<file path="src/hdl/kvtm_pkg.sv">
// Shared types and constants for the tolerant-match key/value table.
package kvtm_pkg;

	localparam int KEY_W   = 32;
	localparam int VAL_W   = 32;
	localparam int TOL_W   = 16;
	localparam int COUNT_W = 5;
	localparam int PADDR_W = 3;
	localparam int PDATA_W = 32;

	// Register index, taken from the word address bit of paddr.
	localparam logic REG_MATCH_TOLERANCE = 1'b0;
	localparam logic [TOL_W-1:0] TOL_RESET = 16'd1;

	typedef enum logic {
		CMD_SET    = 1'b0,
		CMD_LOOKUP = 1'b1
	} command_t;

	typedef enum logic [2:0] {
		ST_UPDATED  = 3'd0,
		ST_INSERTED = 3'd1,
		ST_FULL     = 3'd2,
		ST_HIT      = 3'd3,
		ST_MISS     = 3'd4
	} status_t;

	typedef enum logic [1:0] {
		S_IDLE,
		S_SCAN,
		S_FINISH
	} state_t;

	typedef struct packed {
		logic                    command;
		logic signed [KEY_W-1:0] key;
		logic [VAL_W-1:0]        value;
	} item_t;

	typedef struct packed {
		logic [2:0]         status;
		logic [VAL_W-1:0]   found_value;
		logic [COUNT_W-1:0] entry_count;
	} result_t;

endpackage

</file>
<file path="src/hdl/kvtm_ram.sv">
// Generic single-port synchronous RAM with a registered read.
module kvtm_ram #(
	parameter int WIDTH = 32,
	parameter int DEPTH = 16
) (
	input  logic                                   clk,
	input  logic                                   we,
	input  logic                                   re,
	input  logic [(DEPTH > 1 ? $clog2(DEPTH) : 1)-1:0] addr,
	input  logic [WIDTH-1:0]                       wdata,
	output logic [WIDTH-1:0]                       rdata
);

	logic [WIDTH-1:0] mem [DEPTH];

	always_ff @(posedge clk) begin
		if (we) begin
			mem[addr] <= wdata;
		end
		if (re) begin
			rdata <= mem[addr];
		end
	end

endmodule

</file>
<file path="src/hdl/kvtm_cfg.sv">
// APB-style configuration register block holding the match tolerance.
module kvtm_cfg import kvtm_pkg::*; (
	input  logic               clk,
	input  logic               arst_n,
	input  logic               psel,
	input  logic               penable,
	input  logic               pwrite,
	input  logic [PADDR_W-1:0] paddr,
	input  logic [PDATA_W-1:0] pwdata,
	output logic [PDATA_W-1:0] prdata,
	output logic               pready,
	output logic [TOL_W-1:0]   tolerance
);

	logic [TOL_W-1:0] tol_q;
	logic             sel_tol;

	// Byte lanes are ignored; the word address picks the register.
	assign sel_tol = (paddr[2] == REG_MATCH_TOLERANCE);
	assign pready  = 1'b1;

	always_ff @(posedge clk or negedge arst_n) begin
		if (!arst_n) begin
			tol_q <= TOL_RESET;
		end else if (psel && penable && pwrite && sel_tol) begin
			tol_q <= pwdata[TOL_W-1:0];
		end
	end

	assign prdata    = sel_tol ? {{(PDATA_W-TOL_W){1'b0}}, tol_q} : '0;
	assign tolerance = tol_q;

endmodule

</file>
<file path="src/hdl/key_value_table_tolerant_match_core.sv">
// Top level of the tolerant-match key/value table: sequencer, scan compare and stores.
//
// Usage: a transaction is offered on item with start; it is taken at a rising edge
// where start is high and busy is low. A set (command 0) updates the first entry
// whose key lies strictly within the tolerance of the incoming key, or else appends
// a new entry while there is room, or else reports the table full. A lookup
// (command 1) reports a hit with the stored value, or a miss.
// Each transaction produces exactly one result, shown on result for a single cycle
// with done high. The receiver cannot stall, so the result must be taken then.
// Keys and values live in two single-port RAMs that are read together, one entry
// per cycle, from index 0 upward; each registered read is compared while the next
// address goes out. The scan stops at the first match or after the last filled
// entry, and a finishing state then writes the stores and forms the result.
// An empty table skips the scan. A new start may be accepted in the strobe cycle.
// The tolerance register sits at byte address 0 of the configuration port and must
// only be written while the block is idle.
// Reset empties the table (fill count zero), sets the tolerance to 1 (exact
// matching) and clears busy and done; RAM contents need no clearing, as entries at
// or above the fill count are never read.
module key_value_table_tolerant_match_core import kvtm_pkg::*; #(
	parameter int ENTRIES = 16
) (
	input  logic               clk,
	input  logic               arst_n,
	input  logic               start,
	output logic               busy,
	input  item_t              item,
	output logic               done,
	output result_t            result,
	input  logic               psel,
	input  logic               penable,
	input  logic               pwrite,
	input  logic [PADDR_W-1:0] paddr,
	input  logic [PDATA_W-1:0] pwdata,
	output logic [PDATA_W-1:0] prdata,
	output logic               pready
);

	localparam int IDX_W = (ENTRIES > 1) ? $clog2(ENTRIES) : 1;
	localparam int CNT_W = $clog2(ENTRIES + 1);
	localparam logic [CNT_W-1:0] FULL_COUNT = CNT_W'(ENTRIES);

	state_t state_q, state_d;

	item_t              item_q;
	logic [CNT_W-1:0]   fill_q;
	logic [CNT_W-1:0]   idx_q;
	logic               cmp_vld_s1;
	logic [CNT_W-1:0]   cmp_idx_s1;
	logic               hit_q;
	logic [IDX_W-1:0]   hit_idx_q;
	logic [VAL_W-1:0]   hit_val_q;
	logic               done_q;
	result_t            result_q;

	logic [TOL_W-1:0]   tolerance;
	logic [KEY_W-1:0]   key_rdata;
	logic [VAL_W-1:0]   val_rdata;

	logic               accept;
	logic               issue;
	logic               key_match;
	logic               cmp_last;
	logic signed [KEY_W:0] diff;
	logic [KEY_W:0]     mag;
	logic               is_set;
	logic               room;
	logic               wr_key;
	logic               wr_val;
	logic [IDX_W-1:0]   ram_addr;
	logic [CNT_W-1:0]   fill_d;
	status_t            status_d;

	kvtm_cfg u_cfg (
		.clk       (clk),
		.arst_n    (arst_n),
		.psel      (psel),
		.penable   (penable),
		.pwrite    (pwrite),
		.paddr     (paddr),
		.pwdata    (pwdata),
		.prdata    (prdata),
		.pready    (pready),
		.tolerance (tolerance)
	);

	// Both stores share one address: the scan index while searching, and the
	// target entry in the finishing cycle.
	assign ram_addr = (state_q == S_FINISH) ?
		(hit_q ? hit_idx_q : fill_q[IDX_W-1:0]) : idx_q[IDX_W-1:0];

	kvtm_ram #(.WIDTH(KEY_W), .DEPTH(ENTRIES)) u_key_ram (
		.clk   (clk),
		.we    (wr_key),
		.re    (issue),
		.addr  (ram_addr),
		.wdata (item_q.key),
		.rdata (key_rdata)
	);

	kvtm_ram #(.WIDTH(VAL_W), .DEPTH(ENTRIES)) u_val_ram (
		.clk   (clk),
		.we    (wr_val),
		.re    (issue),
		.addr  (ram_addr),
		.wdata (item_q.value),
		.rdata (val_rdata)
	);

	assign accept = start && (state_q == S_IDLE);
	assign busy   = (state_q != S_IDLE);

	// The difference is taken at 33 bits so that it can never wrap.
	assign diff      = $signed({key_rdata[KEY_W-1], key_rdata}) -
	                   $signed({item_q.key[KEY_W-1], item_q.key});
	assign mag       = diff[KEY_W] ? (KEY_W+1)'(-diff) : diff;
	assign key_match = (mag < {{(KEY_W+1-TOL_W){1'b0}}, tolerance});
	assign cmp_last  = ((cmp_idx_s1 + CNT_W'(1)) == fill_q);

	always_comb begin
		state_d = state_q;
		issue   = 1'b0;
		case (state_q)
			S_IDLE: begin
				if (start) begin
					state_d = (fill_q == '0) ? S_FINISH : S_SCAN;
				end
			end
			S_SCAN: begin
				issue = (idx_q < fill_q);
				if (cmp_vld_s1 && (key_match || cmp_last)) begin
					state_d = S_FINISH;
				end
			end
			S_FINISH: begin
				state_d = S_IDLE;
			end
			default: begin
				state_d = S_IDLE;
			end
		endcase
	end

	always_ff @(posedge clk or negedge arst_n) begin
		if (!arst_n) begin
			state_q <= S_IDLE;
		end else begin
			state_q <= state_d;
		end
	end

	// Finishing cycle: store writes, new fill count and result status.
	assign is_set = (item_q.command == CMD_SET);
	assign room   = (fill_q < FULL_COUNT);
	assign wr_key = (state_q == S_FINISH) && is_set && !hit_q && room;
	assign wr_val = (state_q == S_FINISH) && is_set && (hit_q || room);
	assign fill_d = wr_key ? fill_q + CNT_W'(1) : fill_q;

	always_comb begin
		if (is_set) begin
			if (hit_q) begin
				status_d = ST_UPDATED;
			end else if (room) begin
				status_d = ST_INSERTED;
			end else begin
				status_d = ST_FULL;
			end
		end else begin
			status_d = hit_q ? ST_HIT : ST_MISS;
		end
	end

	always_ff @(posedge clk or negedge arst_n) begin
		if (!arst_n) begin
			fill_q     <= '0;
			idx_q      <= '0;
			cmp_vld_s1 <= 1'b0;
			cmp_idx_s1 <= '0;
			hit_q      <= 1'b0;
			done_q     <= 1'b0;
		end else begin
			cmp_vld_s1 <= issue;
			cmp_idx_s1 <= idx_q;
			done_q     <= (state_q == S_FINISH);
			if (accept) begin
				idx_q <= '0;
				hit_q <= 1'b0;
			end else if (issue) begin
				idx_q <= idx_q + CNT_W'(1);
			end
			if ((state_q == S_SCAN) && cmp_vld_s1 && key_match) begin
				hit_q <= 1'b1;
			end
			fill_q <= fill_d;
		end
	end

	always_ff @(posedge clk) begin
		if (accept) begin
			item_q <= item;
		end
		if ((state_q == S_SCAN) && cmp_vld_s1 && key_match) begin
			hit_idx_q <= cmp_idx_s1[IDX_W-1:0];
			hit_val_q <= val_rdata;
		end
		if (state_q == S_FINISH) begin
			result_q.status      <= status_d;
			result_q.found_value <= (!is_set && hit_q) ? hit_val_q : '0;
			result_q.entry_count <= COUNT_W'(fill_d);
		end
	end

	assign done   = done_q;
	assign result = result_q;

endmodule

</file>
<file path="config.mk">
export PLATFORM = sky130hd
export DESIGN_NAME = key_value_table_tolerant_match_core
export DESIGN_NICKNAME = d
export VERILOG_FILES = /design/src/hdl/kvtm_pkg.sv /design/src/hdl/kvtm_ram.sv /design/src/hdl/kvtm_cfg.sv /design/src/hdl/key_value_table_tolerant_match_core.sv
export SDC_FILE = /design/constraint.sdc
export NUM_CORES = 1
export LEC_CHECK = 0
export ABC_AREA = 1
export ABC_CLOCK_PERIOD_IN_PS = 8100
export BUFFER_PORTS_ARGS = -buffer_cell sky130_fd_sc_hd__buf_2
export CAP_MARGIN = 0
export CORE_ASPECT_RATIO = 0.8
export CORE_MARGIN = 10
export CORE_UTILIZATION = 45
export DETAILED_ROUTE_END_ITERATION = 7
export SLEW_MARGIN = 20
export SYNTH_ARGS = -nofsm -noshare
export SYNTH_HDL_FRONTEND = slang
export SYNTH_SLANG_ARGS = --single-unit
</file>
<file path="constraint.sdc">
create_clock -name clk -period 8.1 [get_ports clk]
set_clock_uncertainty 0.05 [all_clocks]
set_input_delay 1.62 -clock clk [delete_from_list [all_inputs] [get_ports clk]]
set_output_delay 1.62 -clock clk [all_outputs]
set_load 0.1 [all_outputs]
</file>
==> Yosys cells after proc, flatten, opt, wreduce, memory -nomap -nowiden <==
Memory sizes are Yosys's and may differ from the RTL's. A register that Yosys moved wholly into a read port is not among the register bits.
Index checks and enable logic that the tools add are counted.
{ "op_classes": {"muxes": 22, "n_eq_ne": 5, "add_sub_neg": 5, "bitwise": 2, "reduce_logical": 21, "n_lt_le_gt_ge": 3} }
{ "op_table": {"columns": ["cell", "n"], "rows": [
  ["$lt A33 B16 Y1", 1],
  ["$mux W33", 1],
  ["$neg A33 Y33", 1],
  ["$sub A32 B32 Y33", 1],
  ["$mux W16", 1],
  ["$add A5 B1 Y5 const B", 3],
  ["$mux W5", 3],
  ["$logic_and A1 B1 Y1", 12],
  ["$mux W2", 5],
  ["$mux W4", 2],
  ["$mux W1", 7],
  ["$mux W3", 2],
  ["$reduce_bool A2 Y1", 3],
  ["$eq A5 B5 Y1", 1],
  ["$logic_not A5 Y1", 1],
  ["$lt A5 B5 Y1", 1],
  ["$lt A5 B5 Y1 const B", 1],
  ["$ne A2 B2 Y1 const B", 2],
  ["$pmux W2 S2", 1],
  ["$eq A2 B1 Y1 const B", 1],
  ["$eq A2 B2 Y1 const B", 1],
  ["$logic_not A2 Y1", 1],
  ["$logic_or A1 B1 Y1", 2],
  ["$not A1 Y1", 2],
  ["other kinds (2)", 2]
]} }
{ "totals": {"register_bits": 177, "in_bits": 106, "memories": 2, "wordCells": 76, "mem_bits_rw": 1024} }
{ "memory_table": {"columns": ["memory", "depth", "word_bits", "read_ports", "rd_clocked_by_memory_dff", "wr", "line_no", "text"], "rows": [
  ["u_key_ram.mem", 16, 32, 1, 1, 1, "kvtm_ram.sv:14", "logic [WIDTH-1:0] mem [DEPTH];"],
  ["u_val_ram.mem", 16, 32, 1, 1, 1, "kvtm_ram.sv:14", null]
]} }

==> Depth between registers and ports, before layout <==
{ "logic_depth": {"word_depth": 8, "ltp_mapped": 39, "depth_no_buf": 37} }

==> By module <==
From an unflattened synthesis, not the netlist that was laid out.
{ "hier_totals": {"cells_unflattened": 5631, "hier_area_um2": 56083.8} }
{ "modules_own_cells": {"columns": ["module", "area_each_um2", "seq_area_each_um2", "cells_each", "n_inst"], "rows": [
  ["kvtm_ram", 22534.1, 16335.7, 2113, 2],
  ["key_value_table_tolerant_match_core", 10075.9, 4734.5, 1280, 1],
  ["kvtm_cfg", 939.7, 401.6, 125, 1]
]} }

==> Least setup slack after synthesis <==
Ideal clock, no wire load.
{ "synth_timing": {"kind": "reg-to-reg", "start": "register item_q[32] (netlist name)", "end": "register hit_idx_q[0], enable pin", "arrival_ns": 5.457, "synth_period_minus_slack_ns": 5.936, "path_stages_with_launch": 38, "required_time_ns": 7.621, "setup_slack_ns": 2.164, "setup_ns": 0.429, "path_cell_list": "edfxtp_1 > ha_1 > fa_1 > inv_1 > nand2_1 > nand2_1 > nand3_1 > nand2_2 > nand2_2 > nand2_2 > nand3b_1 > nand2_1 > nand2_1 > nand2_2 > inv_2 > buf_4 > buf_2 > nand2_1 > [... 2 more ...] > ha_1 > a21oi_1 > o21ai_0 > nand2_1 > o2111ai_1 > nand2_1 > inv_1 > nor2_1 > o21ai_0 > nand2_1 > nand3_1 > inv_1 > nand2_1 > nor2_1 > nand2_1 > nor2_2 > nand2_2 > nor2_1"} }
{ "synth_between": {"elab_chain_len": 5} }
{ "synth_lines": {"columns": ["item", "line_no", "text"], "rows": [
  ["from (decl)", "key_value_table_tolerant_match_core.sv:45", "item_t item_q;"],
  ["from (signal assigned)", "key_value_table_tolerant_match_core.sv:200", "item_q <= item;"],
  ["$sub A32 B32 Y33 (*)", "key_value_table_tolerant_match_core.sv:114", "assign diff = $signed({key_rdata[KEY_W-1], key_rdata}) -"],
  ["$neg A33 Y33", "key_value_table_tolerant_match_core.sv:116", "assign mag = diff[KEY_W] ? (KEY_W+1)'(-diff) : diff;"],
  ["$mux W33 (*)", "key_value_table_tolerant_match_core.sv:116", null],
  ["$lt A33 B16 Y1 (*)", "key_value_table_tolerant_match_core.sv:117", "assign key_match = (mag < {{(KEY_W+1-TOL_W){1'b0}}, tolerance});"],
  ["$logic_and A1 B1 Y1 (*)", "key_value_table_tolerant_match_core.sv:202", "if ((state_q == S_SCAN) && cmp_vld_s1 && key_match) begin"],
  ["to (signal assigned)", "key_value_table_tolerant_match_core.sv:203", "hit_idx_q <= cmp_idx_s1[IDX_W-1:0];"],
  ["to (decl)", "key_value_table_tolerant_match_core.sv:51", "logic [IDX_W-1:0] hit_idx_q;"]
]} }
Every way passes the cells marked *; elsewhere a longest branch is shown, timed or not.
A chain may end at the register's enable or synchronous reset.

==> Worst setup path after layout <==
{ "layout_timing": {"start": "register item_q[32] (netlist name)", "end": "register hit_val_q[31], enable pin"} }
{ "layout_between": {"elab_chain_len": 5} }
{ "layout_lines": {"columns": ["item", "line_no", "text"], "rows": [
  ["$sub A32 B32 Y33 (*)", "key_value_table_tolerant_match_core.sv:114", null],
  ["$neg A33 Y33", "key_value_table_tolerant_match_core.sv:116", null],
  ["$mux W33 (*)", "key_value_table_tolerant_match_core.sv:116", null],
  ["$lt A33 B16 Y1 (*)", "key_value_table_tolerant_match_core.sv:117", null],
  ["$logic_and A1 B1 Y1 (*)", "key_value_table_tolerant_match_core.sv:202", null],
  ["to (signal assigned)", "key_value_table_tolerant_match_core.sv:204", "hit_val_q <= val_rdata;"],
  ["to (decl)", "key_value_table_tolerant_match_core.sv:52", "logic [VAL_W-1:0] hit_val_q;"]
]} }
Marks and branches as above.

==> impl_metrics.yaml <==
clocking:
  cts_resized: 0
  cts_setup_buffers: 0
  cts.path.max_buffers: 3
  ctsHtreeMaxLevel: 3
  cts.hold.buffers_added: 0
  cts_buffers: 121
  cts_tree: "yes"
  clk_pin_slew_ps: 60
  clk_latency_ps: 730
  cts_sinks: 1265
  clockRootBuffer: "clkbuf_16"
power:
  power_density_nw_per_um2: 380
  pwr-share-comb_pct: 35.2
  p_switching_w: 0.00836
  p_leak_nw: 19.7
  p_int_w: 0.0135
  clock_power_share_pct: 26.0
  power_frac_seq_pct: 38.8
  ir_drop_uv: 385
  p_sw_share_pct: 38.3
timing:
  tightest_slew_ps: 1060
  hold_viol_final: 0
  layout_setup_ws_ps: 1790
  rsz0062_at_grt: "false"
  finalSetupViolations: 0
  finalCritPeriodShare_pct: 77.9
  slew_headroom_pct: 29.3
  setup_tns_ps: 0
  slew_violations: 0
  fin_crit_ps: 6310
  fmax_ghz: 0.158
placement:
  placed_cells: 5251
  dp_worst_setup_slack_ps: 1750
  io_buffer_count: 145
  place_congestion: 0.932
  hpwl_um: 70700
yosys:
  syn-mean-instance-area_um2: 13.6
  synth-seq-cells: 1265
  synthCells: 3747
  ys_warn_count: 0
  yosys.cell_types.count: 47
  synth-edff-count: 1229
  ys_async_sr_fraction_pct: 2.85
  ys_seq_area_share_pct: 74.2
  syn-cell-area_um2: 51000
  synth_flop_cell: "edfxtp_1"
floorplan:
  ios: 181
  num_rows: 110
  die_y_um: 321
  die-area_um2: 127000
  die_x_um: 396
  start_util_pct: 45.3
  core-area_um2: 112000
detailed_routing:
  finalWirelength_um: 135000
  vias: 31700
  drt-initial-drc-count: 3551
  dr.pass1.iters: 5
  wl_per_cell_um: 24.6
  vias_per_cell: 5.79
  ant_nets: 0
  drc: 0
critical_path:
  cp_max_fo: 31
  crit_path_top_delay_cell: "nor2_4"
  arrival_ps: 6690
  cp_common_cell: "nand2_1"
  worstSetupEndpointType: "flip-flop"
  critPathRequiredTime_ps: 8480
  rrSetupSlack_ps: 1790
  start_kind: "flip-flop"
  critical_path.max_stage_delay_ps: 710
  path_class: "reg -> reg"
grt:
  grt_pass1_wl_um: 199000
  grt_usage_pct: 20.7
  gr-total-overflow: 0
  grt_pass1_vias: 30500
  grt_max_degree: 170
  grt_antenna_before_repair: 7
min_path:
  hp-class: "reg -> reg"
run_status:
  status: "completed"
finish:
  layout.nets: 4026
  synthToLayoutAreaGrowth_pct: 12.7
  fin_cells: 5474
  num_antenna_cells: 0
  drive_gt1_share_pct: 12.8
job:
  drv_cap: 0
power groups by stage:
stage	Combinational [W]	Clock [W]	Sequential, W
2_1_floorplan	0.00518	0	0.00876
3_3_place_gp	0.00755	0	0.00859
3_5_place_dp	0.00762	0	0.00860
4_1_cts	0.00765	0.00578	0.00847
5_1_grt	0.00848	0.00603	0.00853
6_report	0.00770	0.00567	0.00847
cell type report:
| type | count | area [um^2] |
|---|---|---|
| inverters | 264 | 1020 |
| multi-input cells | 2001 | 11500 |
| repair buffers | 210 | 1250 |
| flip-flops and latches | 1265 | 37800 |
| well taps | 1512 | 1890 |
| clock buffers | 146 | 3180 |
| fillers | 9496 | 55000 |
| clock inverters | 76 | 793 |
kinds of logic after synthesis:
| group | Yosys count | share of synthesized area [%] |
|---|---|---|
| AO/OA/AOI/OAI | 616 | 8.09 |
| flip-flops | 1265 | 74.2 |
| buffers and inverters | 496 | 3.83 |
| XOR/XNOR | 27 | 0.464 |
| adder cells (fa/ha/maj) | 57 | 1.41 |
| other | 2 | 0.0147 |
| AND/OR/NAND/NOR | 1284 | 12.0 |
Yosys cell counts, types with 9 or more instances:
master / n / area, um^2
buf_1: 33 / 124
nand4_1: 19 / 119
nor3_1: 38 / 190
nand2_1: 347 / 1300
ha_1: 56 / 701
inv_1: 243 / 912
nand3_1: 586 / 2930
a22oi_1: 256 / 1920
nor2_1: 171 / 642
inv_2: 19 / 71.3
nor2_2: 12 / 75.1
buf_4: 18 / 135
dfrtp_1: 35 / 876
o21ai_0: 30 / 150
nand2_2: 21 / 131
xor2_1: 18 / 158
nand3_2: 10 / 100
a31oi_1: 257 / 1610
xnor2_1: 9 / 78.8
a21oi_1: 51 / 255
edfxtp_1: 1229 / 36900
clkbuf_1: 172 / 646
or4_1: 64 / 480
through the flow:
stage / area [um^2] / total power [W] / utilization [%] / hold WS, ps
6_report: 57400 / 0.0218 / 51.1 / 367
5_1_grt: 57400 / 0.0230 / 51.1 / 372
4_1_cts: 57400 / 0.0219 / 51.0 / 369
3_5_place_dp: 53400 / 0.0162 / 47.5 / 355
3_3_place_gp: 53400 / 0.0161 / 47.5 / 355
2_1_floorplan: 51000 / 0.0139 / - / 342
routing by layer:
| metal | share of wire (%) | vias up | track usage, % |
|---|---|---|---|
| met4 | 1.8 | 8 | 4.38 |
| li1 | - | 14400 | - |
| met5 | 0.036 | - | 0 |
| met3 | 8.0 | 175 | 4.38 |
| met1 | 44 | 16000 | 29.9 |
| met2 | 46 | 1190 | 32.1 |
state kept, by name, indices dropped and copies added (netlist names):
name	cells
fill_q	5
done	1
state_q	2
result	40
u_cfg.tolerance	16
u_val_ram.rdata	32
hit_q	1
cmp_idx_s1	5
u_val_ram.mem	512
u_key_ram.mem	512
cmp_vld_s1	1
u_key_ram.rdata	32
hit_val_q	32
idx_q	5
hit_idx_q	4
item_q	65
critical path, delay by kind of cell, from the launching register on:
| family | cells | cell delay (ps) |
|---|---|---|
| xor gates and xnor gates | 1 | 160 |
| adders and majority gates | 3 | 1080 |
| and+or+nand+nor | 21 | 2600 |
| AOI/OAI and AO/OA | 4 | 440 |
| buffers and inverters | 6 | 1040 |
| DFF | 1 | 600 |
path summary, 6_finish.rpt:
check                                    start                  to  cells past startpoint
max in group asynchronous               arst_n            idx_q[2]                      1
min                        u_val_ram.rdata[15]       hit_val_q[15]                      0
max                                 item_q[32]       hit_val_q[31]                     35
min in group asynchronous               arst_n  u_cfg.tolerance[1]                      1
max reg2reg                         item_q[32]       hit_val_q[31]                     35
min reg2reg                u_val_ram.rdata[15]       hit_val_q[15]                      0
layout by cell type (no fill, tap or decap), drive strengths merged, types with 56 or more instances in the layout:
master     n
inv      264
nand3    596
nand2    369
a31oi    257
a22oi    256
clkbuf   146
ha        56
or4       64
nor2     186
buf      210
a21oi     58
edfxtp  1229
No activity file was read; power rests on OpenSTA's default activity.
